===== src/rtl/core/mmrf_pkg.sv =====
package mmrf_pkg;

  // Frame bound: no reply byte is stored at this index or beyond.
  localparam int unsigned MAX_FRAME = 64;

  // Field widths.
  localparam int unsigned IDX_W  = 9;
  localparam int unsigned TICK_W = 16;

  localparam logic [IDX_W-1:0] MAX_FRAME_IDX = IDX_W'(MAX_FRAME);

  // Function codes of interest.
  localparam logic [7:0] FC_READ_HOLD   = 8'h03;
  localparam logic [7:0] FC_READ_INPUT  = 8'h04;
  localparam logic [7:0] FC_WRITE_MULTI = 8'h10;

  // Frame lengths.
  localparam logic [IDX_W-1:0] NEED_UNKNOWN    = 9'd255;
  localparam logic [IDX_W-1:0] WRITE_REPLY_LEN = 9'd8;
  localparam logic [IDX_W-1:0] READ_EXTRA_LEN  = 9'd5;

  // Configuration register indexes.
  localparam logic [1:0] REG_SLAVE_ADDRESS = 2'd0;
  localparam logic [1:0] REG_RETRY_LIMIT   = 2'd1;
  localparam logic [1:0] REG_TIMEOUT_TICKS = 2'd2;

  // Input commands; the fourth code is unused and ignored.
  typedef enum logic [1:0] {
    CMD_START = 2'd0,
    CMD_BYTE  = 2'd1,
    CMD_TICK  = 2'd2
  } cmd_t;

  // Result status codes.
  typedef enum logic [2:0] {
    ST_NONE    = 3'd0,
    ST_SEND    = 3'd1,
    ST_STORED  = 3'd2,
    ST_DONE    = 3'd3,
    ST_RESEND  = 3'd4,
    ST_FAILED  = 3'd5
  } status_t;

  typedef struct packed {
    logic [7:0]        slave_address;
    logic [7:0]        retry_limit;
    logic [TICK_W-1:0] timeout_ticks;
  } cfg_t;

  typedef struct packed {
    logic              waiting;
    logic              frame_done;
    logic [IDX_W-1:0]  byte_count;
    logic [IDX_W-1:0]  needed_count;
    logic [7:0]        current_function;
    logic [TICK_W-1:0] elapsed_ticks;
    logic [7:0]        attempts_remaining;
  } state_t;

  typedef struct packed {
    status_t          status;
    logic [IDX_W-1:0] byte_index;
    logic [7:0]       byte_value;
    logic [7:0]       attempts_left;
  } result_t;

endpackage


===== src/rtl/core/mmrf_step.sv =====
module mmrf_step (
  input  mmrf_pkg::cfg_t   cfg,
  input  mmrf_pkg::state_t st,
  input  logic [1:0]       cmd,
  input  logic [7:0]       function_code,
  input  logic [7:0]       rx_byte,
  output mmrf_pkg::state_t st_next,
  output mmrf_pkg::result_t res
);

  logic [mmrf_pkg::IDX_W-1:0]  cnt_inc;
  logic [mmrf_pkg::IDX_W-1:0]  read_len;
  logic [mmrf_pkg::TICK_W-1:0] elapsed_inc;
  logic [7:0]                  attempts_dec;
  logic                        is_read;

  // Small arithmetic for the command arms.
  assign cnt_inc  = st.byte_count + 9'd1;
  assign read_len = 9'(rx_byte) + mmrf_pkg::READ_EXTRA_LEN;
  assign elapsed_inc = (st.elapsed_ticks == '1) ? st.elapsed_ticks
                                                : st.elapsed_ticks + 16'd1;
  assign attempts_dec = (st.attempts_remaining != 8'd0) ? st.attempts_remaining - 8'd1
                                                        : 8'd0;
  assign is_read = (st.current_function == mmrf_pkg::FC_READ_HOLD) ||
                   (st.current_function == mmrf_pkg::FC_READ_INPUT);

  // One item: next state and its single result word.
  always_comb begin
    st_next            = st;
    res.status         = mmrf_pkg::ST_NONE;
    res.byte_index     = '0;
    res.byte_value     = '0;

    unique case (cmd)
      mmrf_pkg::CMD_START: begin
        st_next.current_function   = function_code;
        st_next.attempts_remaining = cfg.retry_limit;
        st_next.frame_done         = 1'b0;
        st_next.elapsed_ticks      = '0;
        st_next.byte_count         = '0;
        st_next.needed_count       = mmrf_pkg::NEED_UNKNOWN;
        if (cfg.retry_limit == 8'd0) begin
          st_next.waiting = 1'b0;
          res.status      = mmrf_pkg::ST_FAILED;
        end else begin
          st_next.waiting = 1'b1;
          res.status      = mmrf_pkg::ST_SEND;
        end
      end

      mmrf_pkg::CMD_BYTE: begin
        if (st.waiting && !st.frame_done) begin
          res.status         = mmrf_pkg::ST_STORED;
          res.byte_index     = st.byte_count;
          res.byte_value     = rx_byte;
          st_next.byte_count = cnt_inc;
          if (cnt_inc > 9'd3) begin
            // Payload and trailer bytes: look for the end of the frame.
            if (cnt_inc == st.needed_count) begin
              st_next.frame_done = 1'b1;
              st_next.waiting    = 1'b0;
              res.status         = mmrf_pkg::ST_DONE;
            end else if (cnt_inc > st.needed_count ||
                         cnt_inc >= mmrf_pkg::MAX_FRAME_IDX) begin
              st_next.byte_count   = '0;
              st_next.needed_count = mmrf_pkg::NEED_UNKNOWN;
            end
          end else if (cnt_inc == 9'd3) begin
            // Byte count of a read reply sets the frame length.
            if (is_read) begin
              st_next.needed_count = read_len;
              if (read_len > mmrf_pkg::MAX_FRAME_IDX) begin
                st_next.byte_count = '0;
              end
            end
          end else if (cnt_inc == 9'd2) begin
            // Function code echo.
            if (rx_byte != st.current_function) begin
              st_next.byte_count = '0;
            end else if (st.current_function == mmrf_pkg::FC_WRITE_MULTI) begin
              st_next.needed_count = mmrf_pkg::WRITE_REPLY_LEN;
            end
          end else begin
            // Slave address.
            if (rx_byte != cfg.slave_address) begin
              st_next.byte_count = '0;
            end
          end
        end
      end

      mmrf_pkg::CMD_TICK: begin
        if (st.waiting && !st.frame_done) begin
          st_next.elapsed_ticks = elapsed_inc;
          if (elapsed_inc > cfg.timeout_ticks) begin
            st_next.attempts_remaining = attempts_dec;
            st_next.elapsed_ticks      = '0;
            st_next.byte_count         = '0;
            st_next.needed_count       = mmrf_pkg::NEED_UNKNOWN;
            if (attempts_dec == 8'd0) begin
              st_next.waiting = 1'b0;
              res.status      = mmrf_pkg::ST_FAILED;
            end else begin
              res.status      = mmrf_pkg::ST_RESEND;
            end
          end
        end
      end

      default: begin
      end
    endcase

    res.attempts_left = st_next.attempts_remaining;
  end

endmodule


===== src/rtl/core/modbus_master_response_framer.sv =====
// Master-side reply receiver for a serial register protocol. Each input word
// (start, received byte or time tick) yields exactly one result word: a request
// to send, a stored reply byte with its index, frame complete, resend after a
// timeout, failure or none, always with the attempts left. A word is accepted
// every clock cycle while result words are taken. Each word passes through the
// input register, and the result register takes its result when it is free or
// draining. While a result word is stalled, one more word is taken into the
// input register and then in_ready falls. The transaction state is updated
// once per word.
module modbus_master_response_framer (
  input  logic        clk,
  input  logic        rst,
  // Configuration writes.
  input  logic        cfg_write,
  input  logic [1:0]  cfg_index,
  input  logic [15:0] cfg_data,
  // Input words.
  input  logic        in_valid,
  output logic        in_ready,
  input  logic [1:0]  cmd,
  input  logic [7:0]  function_code,
  input  logic [7:0]  rx_byte,
  // Result words.
  output logic        out_valid,
  input  logic        out_ready,
  output logic [2:0]  status,
  output logic [8:0]  byte_index,
  output logic [7:0]  byte_value,
  output logic [7:0]  attempts_left
);

  mmrf_pkg::cfg_t    cfg;
  mmrf_pkg::state_t  st;
  mmrf_pkg::state_t  st_next;
  mmrf_pkg::result_t res;
  mmrf_pkg::result_t res_q;

  logic       in_q_valid;
  logic [1:0] in_q_cmd;
  logic [7:0] in_q_function_code;
  logic [7:0] in_q_rx_byte;
  logic       advance;

  // A registered word moves on when the result register is free or draining.
  assign advance  = in_q_valid && (!out_valid || out_ready);
  assign in_ready = !in_q_valid || advance;

  // Configuration registers.
  always_ff @(posedge clk) begin
    if (rst) begin
      cfg.slave_address <= 8'd0;
      cfg.retry_limit   <= 8'd3;
      cfg.timeout_ticks <= 16'd3;
    end else if (cfg_write) begin
      unique case (cfg_index)
        mmrf_pkg::REG_SLAVE_ADDRESS: cfg.slave_address <= cfg_data[7:0];
        mmrf_pkg::REG_RETRY_LIMIT:   cfg.retry_limit   <= cfg_data[7:0];
        mmrf_pkg::REG_TIMEOUT_TICKS: cfg.timeout_ticks <= cfg_data;
        default: begin
        end
      endcase
    end
  end

  // Input register.
  always_ff @(posedge clk) begin
    if (rst) begin
      in_q_valid <= 1'b0;
    end else if (in_ready) begin
      in_q_valid <= in_valid;
    end
  end

  always_ff @(posedge clk) begin
    if (in_valid && in_ready) begin
      in_q_cmd           <= cmd;
      in_q_function_code <= function_code;
      in_q_rx_byte       <= rx_byte;
    end
  end

  // Per-word state update.
  mmrf_step u_step (
    .cfg           (cfg),
    .st            (st),
    .cmd           (in_q_cmd),
    .function_code (in_q_function_code),
    .rx_byte       (in_q_rx_byte),
    .st_next       (st_next),
    .res           (res)
  );

  // Transaction state.
  always_ff @(posedge clk) begin
    if (rst) begin
      st.waiting            <= 1'b0;
      st.frame_done         <= 1'b0;
      st.byte_count         <= '0;
      st.needed_count       <= mmrf_pkg::NEED_UNKNOWN;
      st.current_function   <= 8'd0;
      st.elapsed_ticks      <= '0;
      st.attempts_remaining <= 8'd0;
    end else if (advance) begin
      st <= st_next;
    end
  end

  // Result register.
  always_ff @(posedge clk) begin
    if (rst) begin
      out_valid <= 1'b0;
    end else if (advance) begin
      out_valid <= 1'b1;
    end else if (out_ready) begin
      out_valid <= 1'b0;
    end
  end

  always_ff @(posedge clk) begin
    if (advance) begin
      res_q <= res;
    end
  end

  assign status        = res_q.status;
  assign byte_index    = res_q.byte_index;
  assign byte_value    = res_q.byte_value;
  assign attempts_left = res_q.attempts_left;

endmodule


===== config.mk =====
export PLATFORM = sky130hd
export DESIGN_NAME = modbus_master_response_framer
export DESIGN_NICKNAME = d
export VERILOG_FILES = /design/src/rtl/core/mmrf_pkg.sv /design/src/rtl/core/mmrf_step.sv /design/src/rtl/core/modbus_master_response_framer.sv
export SDC_FILE = /design/constraint.sdc
export NUM_CORES = 1
export LEC_CHECK = 0
export ABC_AREA = 1
export BUFFER_PORTS_ARGS = -buffer_cell sky130_fd_sc_hd__buf_2
export CAP_MARGIN = 20
export CORE_MARGIN = 2
export CORE_UTILIZATION = 55
export DETAILED_ROUTE_END_ITERATION = 10
export PLACE_DENSITY = 0.75
export SLEW_MARGIN = 20
export SYNTH_ARGS = -nofsm -noshare
export SYNTH_HDL_FRONTEND = slang
export SYNTH_SLANG_ARGS = --single-unit

===== constraint.sdc =====
create_clock -name clk -period 8.4 [get_ports clk]
set_input_delay 0 -clock clk [delete_from_list [all_inputs] [get_ports clk]]
set_output_delay 0 -clock clk [all_outputs]
set_load 0.02 [all_outputs]

Word-level counts from Yosys, hierarchy flattened:

Cells that the tools add are included.

* multiplexer cells: 39
* reductions and logical operators: 29
* equality and inequality tests: 25
* magnitude comparators: 5
* $add $sub $neg: 4

Operator list (count)
* 2-to-1 mux 18 bit: 7
* 2-to-1 mux 9 bit: 7
* case mux 18 bit (3 select lines): 1
* 2-to-1 mux 24 bit: 2
* case mux 24 bit (2 select lines): 1
* 2-to-1 mux 20 bit: 2
* == test 9 x 2 -> 1 bit, second input constant: 2
* adder 16 x 1 -> 16 bit, second input constant: 1
* == test 16 bit, second input constant: 1
* greater-than comparator 16 bit: 1
* logical NOT 8 bit: 2
* 2-to-1 mux 16 bit: 1
* != test 8 bit: 2
* 2-to-1 mux 3 bit: 4
* != test 2 x 1 -> 1 bit, second input constant: 6
* AND reduction 11 bit: 1
* AND reduction 2 bit: 5
* AND reduction 5 bit: 2
* adder 8 x 3 -> 9 bit, second input constant: 1
* adder 9 x 1 -> 9 bit, second input constant: 1
* == test 9 bit: 1
* >= comparator 9 x 7 -> 1 bit, second input constant: 1
* greater-than comparator 9 x 2 -> 1 bit, second input constant: 1
* greater-than comparator 9 x 7 -> 1 bit, second input constant: 1
* 25 further kinds: 48

* output and inout bits: 30
* register bits: 132

Logic depth before layout (Yosys ltp):

Gate-level depths: netlist of the first run.

* word-level depth: 8
* depth in mapped cells: 24

Hierarchy:

Synthesis of the first run repeated with hierarchy kept, for this count alone.

* cells, all modules: 1393
* area total of the unflattened synthesis: 8987.4 µm²

Modules (own cells, without submodules)
* modbus_master_response_framer: area an instance 5087.4 µm², instances 1, cells each 583
* mmrf_step: area an instance 3900.0 µm², instances 1, cells each 810

Worst setup path after synthesis of the first run:

No wires, ideal clock.

* path kind: flip-flop to flip-flop
* start point: register, netlist name st[8]
* end point: register, netlist name st[51]
* cell stages (with the launch flop): 22
* arrival time: 3.010 ns
* library setup time: 0.115 ns
* setup slack: 5.275 ns
* buffers on the path: 1
* cells stage by stage: dfxtp_1 ha_1 nand3_1 nor2_1 nand4_1 nor2_1 nand2_1 nand3_1 xor2_1 ha_1 a21o_1 nor2_1 nand2_1 nand2_1 nand2_1 nand2_1 nand2_1 nand3_2 clkbuf_1 inv_2 a21oi_1 nor2_1

* longest elaborated chain between the ends: 5

Ends and longest elaborated chain
* adder 16 x 1 -> 16 bit or == test 16 bit (tied branches): line mmrf_step.sv:21, mmrf_step.sv:20
* 2-to-1 mux 16 bit *: line mmrf_step.sv:20 `assign elapsed_inc = (st.elapsed_ticks == '1) ? st.elapsed_ticks`
* greater-than comparator 16 bit *: line mmrf_step.sv:95 `if (elapsed_inc > cfg.timeout_ticks) begin`
* != test 2 x 1 -> 1 bit (no line) *
* AND reduction 8 bit (no line) *

Mark *: on every way between the ends. The rest lies on a longest branch, timed or not.
A chain may end at the register's enable or synchronous reset.

Final worst setup path of the first run:

* start point: register, netlist name st[8]
* end point: register, netlist name st[18]

* longest elaborated chain between the ends: 6

Ends and longest elaborated chain
* adder 16 x 1 -> 16 bit or == test 16 bit (tied branches): line mmrf_step.sv:21, mmrf_step.sv:20
* 2-to-1 mux 16 bit *: line mmrf_step.sv:20
* greater-than comparator 16 bit: line mmrf_step.sv:95
* 2-to-1 mux 24 bit *: line mmrf_step.sv:95
* 2-to-1 mux 24 bit *: line mmrf_step.sv:93 `if (st.waiting && !st.frame_done) begin`
* case mux 24 bit (2 select lines) *: line mmrf_step.sv:34 `unique case (cmd)`

Mark *: on every way between the ends. The rest lies on a longest branch, timed or not. The select of a mux whose other input is x is not followed.

==> results.tsv, run 1 <==
metric	value	unit
outcome	complete, no violations	
p_sw	0.3784	mW
hold_viol	0	
final_cells	1239	
antenna_found_initial	0	
min_path_type	in2reg	
diodes	0	
ctsLongestPathBuffers	2	
area_delta_synth_final	20.54	%
synth.cell_area	7152	sq um
synth_cell_types	38	
synth_ff_type	dfxtp_1	
critPathTopFamily	simple AND/OR/NAND/NOR gates	
track_usage	0.2438	
path_max_fanout	16	
slew_headroom	0.2759	
finalCritPeriodShare	0.4727	
cts_tree	done	
period_needed	3.971	ns
drt_iter0_drc	391	
crit_required	8.75	ns
post-place-ws	4.564	ns
vias_per_cell	5.149	
drv_cap	0	
setup_viol	0	
powerDensity	185.7	nW/um^2
ant_nets	0	
synth_edf_count	46	
port_buffers	70	
worstMarginPinSlew	1.081	ns
wl_per_cell	13.32	um
final_cell_mix	nand2_1 (213), inv_1 (121), nor2_1 (115), dfxtp_1 (86), a21oi_1 (79)	
p_seq_frac	0.441	
numCtsBuffers	17	
layout_commonest_cell	nand2_1	
first_global_vias	5819	
fp-row-count	41	
clk_latency	0.43	ns
grt_overflow	0	
r2r_cells	16	
max_freq	251.8	MHz
slowest_delay	0.88	ns
fp.dieArea	13930	sq um
final_util	0.6804	
crit_path_start_kind	register	
die_w	118.0	um
synth_nets	1025	
wirelength	16510	um
route.detailed.drc	0	
initial_core_util	0.5644	
setup_tns	0	ns
crit_buf_inv	0	
synth-async-reset-ratio	0	
path_cells	ha_1 > nand3_1 > nor2_1 > nand4_1 > nor2_1 > nand2_1 > nand3_1 > xnor2_1 > ha_1 > nand4_1 > nor3_1 > nand3_1 > nand2_1 > nor3b_2 > nand2_1 > a21oi_1	
reg2reg_slack	4.43	ns
total_power	1.601	mW
core-area	12670	sq um
p_clk_frac	0.456	
grt_max_degree	41	
setup_ws	4.429	ns
vias	6380	
cp_num_cells	16	
r2r_end	st[18]	
combPwrFrac	0.103	
syn_area_per_cell	7.560	sq um
globalplace.congestion	0.9384	
hold_path.startpoint	cfg_index[1]	
dp.cells	1169	
ys_seq_elements	132	
dr.pass1.iters	4	
ios	71	
slowest_stage	nor3b_2	
syn_inst	946	
leakagePower	3.891	nW
r2r-start	st[8]	
swShare	0.2364	
critPathArrivalTime	4.32	ns
yosys_warnings	0	
irDropWorstVdd	0.0001639	V
die_h	118.0	um
finalInstanceArea	8621	sq um
rsz0062_at_grt	false	
dpl_cell_area	7649	sq um
cts.sinks	132	
crit_type	reg2reg	
internal-power	1.222	mW
fin_hold_ws	0.02307	ns
cp-endpoint	st[18]	
worst_setup_path_end_kind	register	
drive_gt1_frac	0.1246	
htreeDepth	4	
fin_nets	1133	
crit_path_start	st[8]	
grt_pass1_wl	27350	um
dp_hpwl	11330	um
postCtsSetupBuffers	0	
cts_root_buf	clkbuf_16	
drv_slew	0	
skew	0.007953	ns
yosysSeqAreaShare	0.4339	
clk_pin_slew	0.05	ns
[registers in the layout, indices dropped and copies added, names as in the netlist]
name                cells
in_q_cmd                2
in_q_rx_byte            8
byte_value              8
in_q_function_code      8
attempts_left           8
status                  3
out_valid               1
cfg                    32
in_q_valid              1
byte_index              9
st                     52
[cells by family (layout without fill, tap and decap cells)]
| group | after synthesis | count (layout) | share of synthesized area |
|---|---|---|---|
| flops | 132 | 132 | 0.4339 |
| fa+ha+maj | 38 | 38 | 0.06648 |
| compound gates | 154 | 154 | 0.1156 |
| buf+inv | 148 | 269 | 0.07890 |
| simple gates | 455 | 455 | 0.2818 |
| xor+xnor | 19 | 19 | 0.02327 |
[layout make-up]
type | count | area (sq um)
Fill cell | 1079 | 4050
Multi-Input combinational cell | 666 | 3485
Sequential cell | 132 | 3103
Timing Repair Buffer | 111 | 753.2
Clock buffer | 29 | 551.8
Inverter | 126 | 473.0
Tap cell | 172 | 215.2
Clock inverter | 3 | 40.04
[per-layer routing]
layer  vias up  part of all wire  global-route usage
li1       3311                 -                   -
met1      2902              0.46              0.3106
met2       145              0.48              0.4124
met3        22             0.040             0.04651
met4         0             0.015             0.08886
met5         -                 0                   0
[worst min-delay path: stages]
cell and delay, ns:
buf_2 0.10, inv_1 0.06, nor3_1 0.10, nand2_1 0.07, nand3_1 0.06
[cell usage after synthesis (5+ instances only)]
cell type / n / share of area
nand2_4: 5 / 0.0079
clkbuf_1: 17 / 0.0089
nand4_1: 15 / 0.013
ha_1: 38 / 0.066
xor2_1: 13 / 0.016
edfxtp_1: 46 / 0.19
nand3_1: 69 / 0.048
o21ai_0: 55 / 0.038
nand2_2: 7 / 0.0061
nand2_1: 213 / 0.11
inv_1: 121 / 0.064
dfxtp_1: 86 / 0.24
a22oi_1: 8 / 0.0084
a21oi_1: 79 / 0.055
xnor2_1: 6 / 0.0073
nor3_1: 10 / 0.0070
nor2_1: 115 / 0.060
[power by group through the flow]
| stage | Clock, mW | Sequential, mW | Combinational, mW |
|---|---|---|---|
| floorplan | 0 | 0.723 | 0.0989 |
| global placement | 0 | 0.719 | 0.146 |
| detailed placement | 0 | 0.719 | 0.148 |
| CTS | 0.736 | 0.706 | 0.162 |
| global route | 0.767 | 0.708 | 0.185 |
| finish | 0.730 | 0.706 | 0.164 |
[worst min path at each step]
stage | to | slack [ns] | cells past startpoint
after CTS | cfg[0] | 0.02 | 5
after detailed placement | in_q_function_code[3] | 0.18 | 1
after global placement | in_q_function_code[1] | 0.18 | 1
final | cfg[0] | 0.02 | 5
after floorplan | in_q_cmd[0] | 0.1 | 0
after global routing | cfg[0] | 0.05 | 5
[what timing repair did]
action                    4_1_cts  5_1_grt
resized for setup               0        0
hold endpoints to repair       52        0
hold buffers                   38        0
Note: power is estimated with default switching activity, not from simulation.
==> run 2, diff against run 1 <==
- CORE_UTILIZATION: 55 -> 54
- PLACE_DENSITY: 0.75 -> 0.77
- clock period: 8.4 -> 3.5 ns (I/O delays scaled with it)
==> run 2 against run 1 <==
  * Register-to-register slack worse by 4.3 ns
  * Sequential share of layout area down 0.63 points
  * Largest cell class unchanged
  * Die area up 1.8%
  * Setup slack worse by 4.3 ns
  * Clock skew up 0.0017 ns
  * Maximum frequency up 19%
  * Total power rose to 2.5 times the previous value
  * Sequential cell count unchanged
  * Highest routed layer unchanged
  * Non-clock buffer count up 5
  * Final area up 1.9%
  * First-iteration DRC count up 32%
==> results.tsv, run 2 (synthesis results as in run 1) <==
metric	value	unit	change
route.detailed.drc	0		unchanged
htreeDepth	4		unchanged
layout_commonest_cell	nand2_1		unchanged
max_freq	300.7	MHz	was 251.8 MHz
top_register	st		unchanged
clk_pin_slew	0.06	ns	was 0.05 ns
dr.pass1.iters	5		was 4
ios	71		unchanged
crit_path_start_kind	register		unchanged
fin_nets	1138		was 1133
diodes	0		unchanged
area_delta_synth_final	22.78	%	was 20.54%
post-place-ws	0.006385	ns	was 4.564 ns
dpl_cell_area	7676	sq um	was 7649 sq um
cts_tree	done		unchanged
worstMarginPinSlew	1.036	ns	was 1.081 ns
total_power	4.021	mW	was 1.601 mW
core-area	13090	sq um	was 12670 sq um
largest_reg_flops	52		unchanged
internal-power	3.063	mW	was 1.222 mW
fillers	1070		was 1079
finalInstanceArea	8781	sq um	was 8621 sq um
vias	6567		was 6380
outcome	complete, no violations		unchanged
finalCritPeriodShare	0.9502		was 0.4727
wirelength	17350	um	was 16510 um
drive_gt1_frac	0.1446		was 0.1246
critPathArrivalTime	3.65	ns	was 4.32 ns
min_path_type	in2reg		unchanged
p_clk_frac	0.478		was 0.456
die_h	119.1	um	was 118.0 um
drt_iter0_drc	515		was 391
setup_ws	0.1743	ns	was 4.429 ns
first_global_vias	6110		was 5819
swShare	0.2383		was 0.2364
leakagePower	3.933	nW	was 3.891 nW
hold_viol	0		unchanged
dp.cells	1176		was 1169
setup_viol	0		unchanged
drt-met1-wl	7762	um	was 7588 um
ctsLongestPathBuffers	2		unchanged
final_cell_mix	nand2_1 (209), inv_1 (121), nor2_1 (110), dfxtp_1 (84), a21oi_1 (79)		was nand2_1 (213), inv_1 (121), nor2_1 (115), dfxtp_1 (86), a21oi_1 (79)
crit_required	3.82	ns	was 8.75 ns
drv_cap	0		unchanged
slew_headroom	0.3082		was 0.2759
clk_latency	0.43	ns	about the same
numCtsBuffers	17		unchanged
worst_setup_path_end_kind	register		unchanged
port_buffers	70		unchanged
path_max_fanout	10		was 16
powerDensity	457.9	nW/um^2	was 185.7 nW/um^2
drv_slew	0		unchanged
cts.sinks	132		unchanged
cts_root_buf	clkbuf_16		unchanged
p_seq_frac	0.422		was 0.441
die_w	119.1	um	was 118.0 um
grt_max_degree	42		was 41
vias_per_cell	5.262		was 5.149
final_cells	1248		was 1239
antenna_found_initial	0		unchanged
globalplace.congestion	0.9058		was 0.9384
irDropWorstVdd	0.0003346	V	was 0.0001639 V
top_layer	met4		unchanged
p_sw	0.9581	mW	was 0.3784 mW
grt_overflow	0		unchanged
fp-row-count	42		was 41
period_needed	3.326	ns	was 3.971 ns
combPwrFrac	0.100		was 0.103
track_usage	0.2539		was 0.2438
met2_length	8196	um	was 8000 um
ant_nets	0		unchanged
initial_core_util	0.5466		was 0.5644
skew	0.009632	ns	was 0.007953 ns
met3_length	959	um	was 663 um
crit_type	reg2reg		unchanged
wl_per_cell	13.90	um	was 13.32 um
fp.dieArea	14180	sq um	was 13930 sq um
grt_pass1_wl	28840	um	was 27350 um
dp_hpwl	11550	um	was 11330 um
run 2: cell count changes in the layout (fill, tap and decap cells not counted), sizes merged:
cell,before,now
clkbuf,29,18
buf,73,79
clkinv,3,9
bufinv,1,5
clkinvlp,0,1
dlygate4sd3,38,37
run 2: area by class of cell:
type,count,area (sq um),area share
Timing Repair Buffer,116,788.3,0.08977
Clock inverter,14,210.2,0.02394
Tap cell,176,220.2,0.02508
Inverter,126,473.0,0.05386
Multi-Input combinational cell,666,3555,0.4048
Clock buffer,18,429.2,0.04887
Sequential cell,132,3105,0.3537
run 2: power groups by stage:
stage | combinational, mW | clock [mW] | sequential (mW)
2_1_floorplan | 0.237 | 0 | 1.73
3_3_place_gp | 0.350 | 0 | 1.73
3_5_place_dp | 0.355 | 0 | 1.73
4_1_cts | 0.391 | 1.93 | 1.70
5_1_grt | 0.453 | 2.00 | 1.70
6_report | 0.404 | 1.92 | 1.70
run 2: per-stage QoR:
stage,utilization,hold slack (ns),setup TNS (ns)
floorplan,-,0.09887,0
global placement,0.5866,0.1764,0
detailed placement,0.5866,0.1781,0
CTS,0.6640,0.04119,-0.002124
global route,0.6711,0.08642,-0.4971
finish,0.6711,0.06693,0
run 2: worst max-delay path, stage by stage (launching register included):
cell	delay, ns
dfxtp_1	0.41
ha_4	0.18
nand3_1	0.13
nor2_4	0.17
nand4_1	0.19
nor2_2	0.19
nand2_2	0.09
nand3_1	0.09
xor2_1	0.19
ha_1	0.28
a21oi_1	0.12
o21ai_0	0.10
a21oi_1	0.17
nand2_1	0.09
nand2_2	0.13
nand2_2	0.10
nand3_4	0.13
buf_4	0.20
inv_2	0.06
a21oi_1	0.13
nor2_1	0.05
run 2: what timing repair did:
action / in CTS / in global routing
setup endpoints to repair: 15 / 53
pin swaps: 0 / 4
hold buffers: 37 / 0
gates resized for setup: 2 / 21
setup buffers: 0 / 3
endpoints found under the hold margin: 52 / 0
run 2: layer usage:
metal  vias to the layer above  GRT usage
met1                      2999     0.3311
met3                        36    0.04646
met4                         0     0.1019
li1                       3312          -
met2                       220     0.4177
met5                         -          0
run 2: final timing paths:
kind	from	endpoint	slack [ns]	cells after the start
worst max-delay path	st[9]	st[51]	0.17	20
worst min-delay path	cfg_write	cfg[0]	0.07	5
worst max register to register	st[9]	st[51]	0.17	20
worst min register to register	cfg[2]	cfg[2]	0.46	2
==> run 3, diff against run 2 <==
- CORE_UTILIZATION: 54 -> 40
- PLACE_DENSITY: 0.77 -> 0.6
==> run 3 against run 2 <==
  * Total power is 4.4% lower
  * Setup slack gained 0.079 ns
  * Clock skew grew 0.00093 ns
  * Die area is 34% higher
  * Sequential power hardly changed
  * Utilization fell by 16 points
  * Count of clock-buffer cells in the layout grew 5
  * Sequential share of layout area down 0.15 points
  * Combinational power is 1% lower
  * Clock power down 9%
  * Critical endpoint unchanged
==> results.tsv, run 3 (synthesis results as in run 1) <==
metric	value	unit	change
die_w	137.7	um	was 119.1 um
layout_commonest_cell	nand2_1		unchanged
grt_overflow	0		unchanged
ios	71		unchanged
setup_tns	0	ns	unchanged
skew	0.01056	ns	was 0.009632 ns
vias	6253		was 6567
globalplace.congestion	0.8809		was 0.9058
grtUsageMet2	0.2924		was 0.4177
final_util	0.5068		was 0.6711
slew_headroom	0.4058		was 0.3082
die_h	137.7	um	was 119.1 um
worst_setup_path_end_kind	register		unchanged
cts_root_buf	clkbuf_16		unchanged
wirelength	16990	um	was 17350 um
p_sw	0.9778	mW	was 0.9581 mW
p_seq_frac	0.441		was 0.422
dp_hpwl	12150	um	was 11550 um
grt_use_met3	0.04341		was 0.04646
cts_tree	done		unchanged
combPwrFrac	0.104		was 0.100
grt_pass1_wl	28090	um	was 28840 um
cp-endpoint	st[51]		unchanged
port_buffers	70		unchanged
drt_iter0_drc	385		was 515
final_cells	1299		was 1248
grt_max_degree	41		was 42
finalCritPeriodShare	0.9278		was 0.9502
dr.pass1.iters	5		unchanged
fp-row-count	48		was 42
leakagePower	3.922	nW	was 3.933 nW
drv_slew	0		unchanged
period_needed	3.247	ns	was 3.326 ns
track_usage	0.1916		was 0.2539
clk_pin_slew	0.06	ns	about the same
dp.cells	1227		was 1176
cts.sinks	132		unchanged
largest_reg_flops	52		unchanged
max_freq	308.0	MHz	was 300.7 MHz
swShare	0.2544		was 0.2383
hold_viol	0		unchanged
r2r_cells	20		unchanged
wl_per_cell	13.08	um	was 13.90 um
grtUsageMet1	0.2650		was 0.3311
fin_nets	1140		was 1138
area_delta_synth_final	23.41	%	was 22.78%
r2r-start	st[8]		was st[9]
top_usage_layer	met2		unchanged
first_global_vias	5702		was 6110
route.detailed.drc	0		unchanged
internal-power	2.866	mW	was 3.063 mW
drv_cap	0		unchanged
antenna_found_initial	0		unchanged
path_max_fanout	10		unchanged
ant_nets	0		unchanged
crit_required	3.82	ns	about the same
drive_gt1_frac	0.1462		was 0.1446
irDropWorstVdd	0.0003531	V	was 0.0003346 V
numCtsBuffers	17		unchanged
crit_type	reg2reg		unchanged
final_cell_mix	nand2_1 (209), inv_1 (121), nor2_1 (111), dfxtp_1 (84), a21oi_1 (77)		was nand2_1 (209), inv_1 (121), nor2_1 (110), dfxtp_1 (84), a21oi_1 (79)
initial_core_util	0.4106		was 0.5466
outcome	complete, no violations		unchanged
min_path_type	in2reg		unchanged
rsz0062_at_grt	true		
fp.dieArea	18970	sq um	was 14180 sq um
vias_per_cell	4.814		was 5.262
clk_latency	0.43	ns	about the same
diodes	0		unchanged
whs_path_depth	4		was 5
critPathArrivalTime	3.57	ns	was 3.65 ns
finalInstanceArea	8826	sq um	was 8781 sq um
powerDensity	435.6	nW/um^2	was 457.9 nW/um^2
setup_viol	0		unchanged
crit_path_start	st[8]		was st[9]
ctsLongestPathBuffers	2		unchanged
worstMarginPinSlew	0.8844	ns	was 1.036 ns
fin_hold_ws	0.05221	ns	was 0.06693 ns
crit_path_start_kind	register		unchanged
p_clk_frac	0.456		was 0.478
htreeDepth	4		unchanged
dpl_cell_area	7765	sq um	was 7676 sq um
r2r_end	st[51]		unchanged
reg2reg_slack	0.25	ns	was 0.17 ns
top_register	st		unchanged
core-area	17420	sq um	was 13090 sq um
[run 3: changes by cell type in the layout (fill, tap and decap cells not counted), moves of 2 or more]
| cell | delta |
|---|---|
| inv_6 | +2 |
| o21ai_0 | +2 |
| a21oi_1 | -2 |
| clkinv_1 | -2 |
| o21ai_1 | -2 |
| clkbuf_8 | +2 |
| a21oi_2 | +2 |
| clkbuf_1 | +2 |
| bufinv_16 | -4 |
[run 3: per-layer routing]
metal,up-vias,part of all wire
met1,2763,0.50
li1,3325,-
met3,22,0.044
met2,143,0.44
met4,0,0.015
met5,-,0
[run 3: critical path, stage by stage (launching register included)]
cell and delay, ns:
dfxtp_4 0.37, ha_4 0.15, nand3_1 0.13, nor2_4 0.17, nand4_1 0.16, nor2_2 0.18, nand2_2 0.09, nand3_1 0.09
xor2_1 0.20, ha_1 0.28, a21oi_2 0.13, o21ai_0 0.09, a21oi_1 0.21, nand2_1 0.09, nand2_2 0.13, nand2_2 0.10
nand3_4 0.13, buf_6 0.16, inv_2 0.05, a21oi_1 0.14, nor2_1 0.06
[run 3: power by group through the flow]
stage / registers (mW) / logic, mW / clock network (mW)
after detailed placement: 1.73 / 0.358 / 0
after global placement: 1.73 / 0.356 / 0
after CTS: 1.69 / 0.392 / 1.79
final: 1.69 / 0.398 / 1.75
after global routing: 1.70 / 0.453 / 1.86
after floorplan: 1.73 / 0.237 / 0
[run 3: layout make-up]
class / count / area (sq um)
flip-flops and latches: 132 / 3108
fillers: 1680 / 8591
clock buffers: 23 / 489.2
inverters: 126 / 473.0
well taps: 225 / 281.5
multi-input cells: 666 / 3558
clock inverters: 9 / 93.84
repair buffers: 118 / 822.0
[run 3: worst min-delay path by stage]
stage / from / end / slack, ns
2_1_floorplan: cmd[0] / in_q_cmd[0] / 0.1
3_3_place_gp: function_code[4] / in_q_function_code[4] / 0.18
3_5_place_dp: function_code[0] / in_q_function_code[0] / 0.18
4_1_cts: cfg_index[1] / cfg[25] / 0.03
5_1_grt: cfg_index[1] / cfg[1] / 0.07
6_report: cfg_index[1] / cfg[24] / 0.05
[run 3: through the flow]
| stage | power [mW] | worst slack, ns |
|---|---|---|
| 2_1_floorplan | 1.972 | 0.3745 |
| 3_3_place_gp | 2.084 | 0.02553 |
| 3_5_place_dp | 2.085 | -0.04239 |
| 4_1_cts | 3.876 | 0.07170 |
| 5_1_grt | 4.017 | -0.03714 |
| 6_report | 3.844 | 0.2528 |
[run 3: what timing repair did]
action,in CTS,in global routing
hold endpoints to repair,52,0
buffers inserted,0,2
setup endpoints to repair,11,53
pin swaps,0,4
resized for setup,2,21
hold buffers,38,0
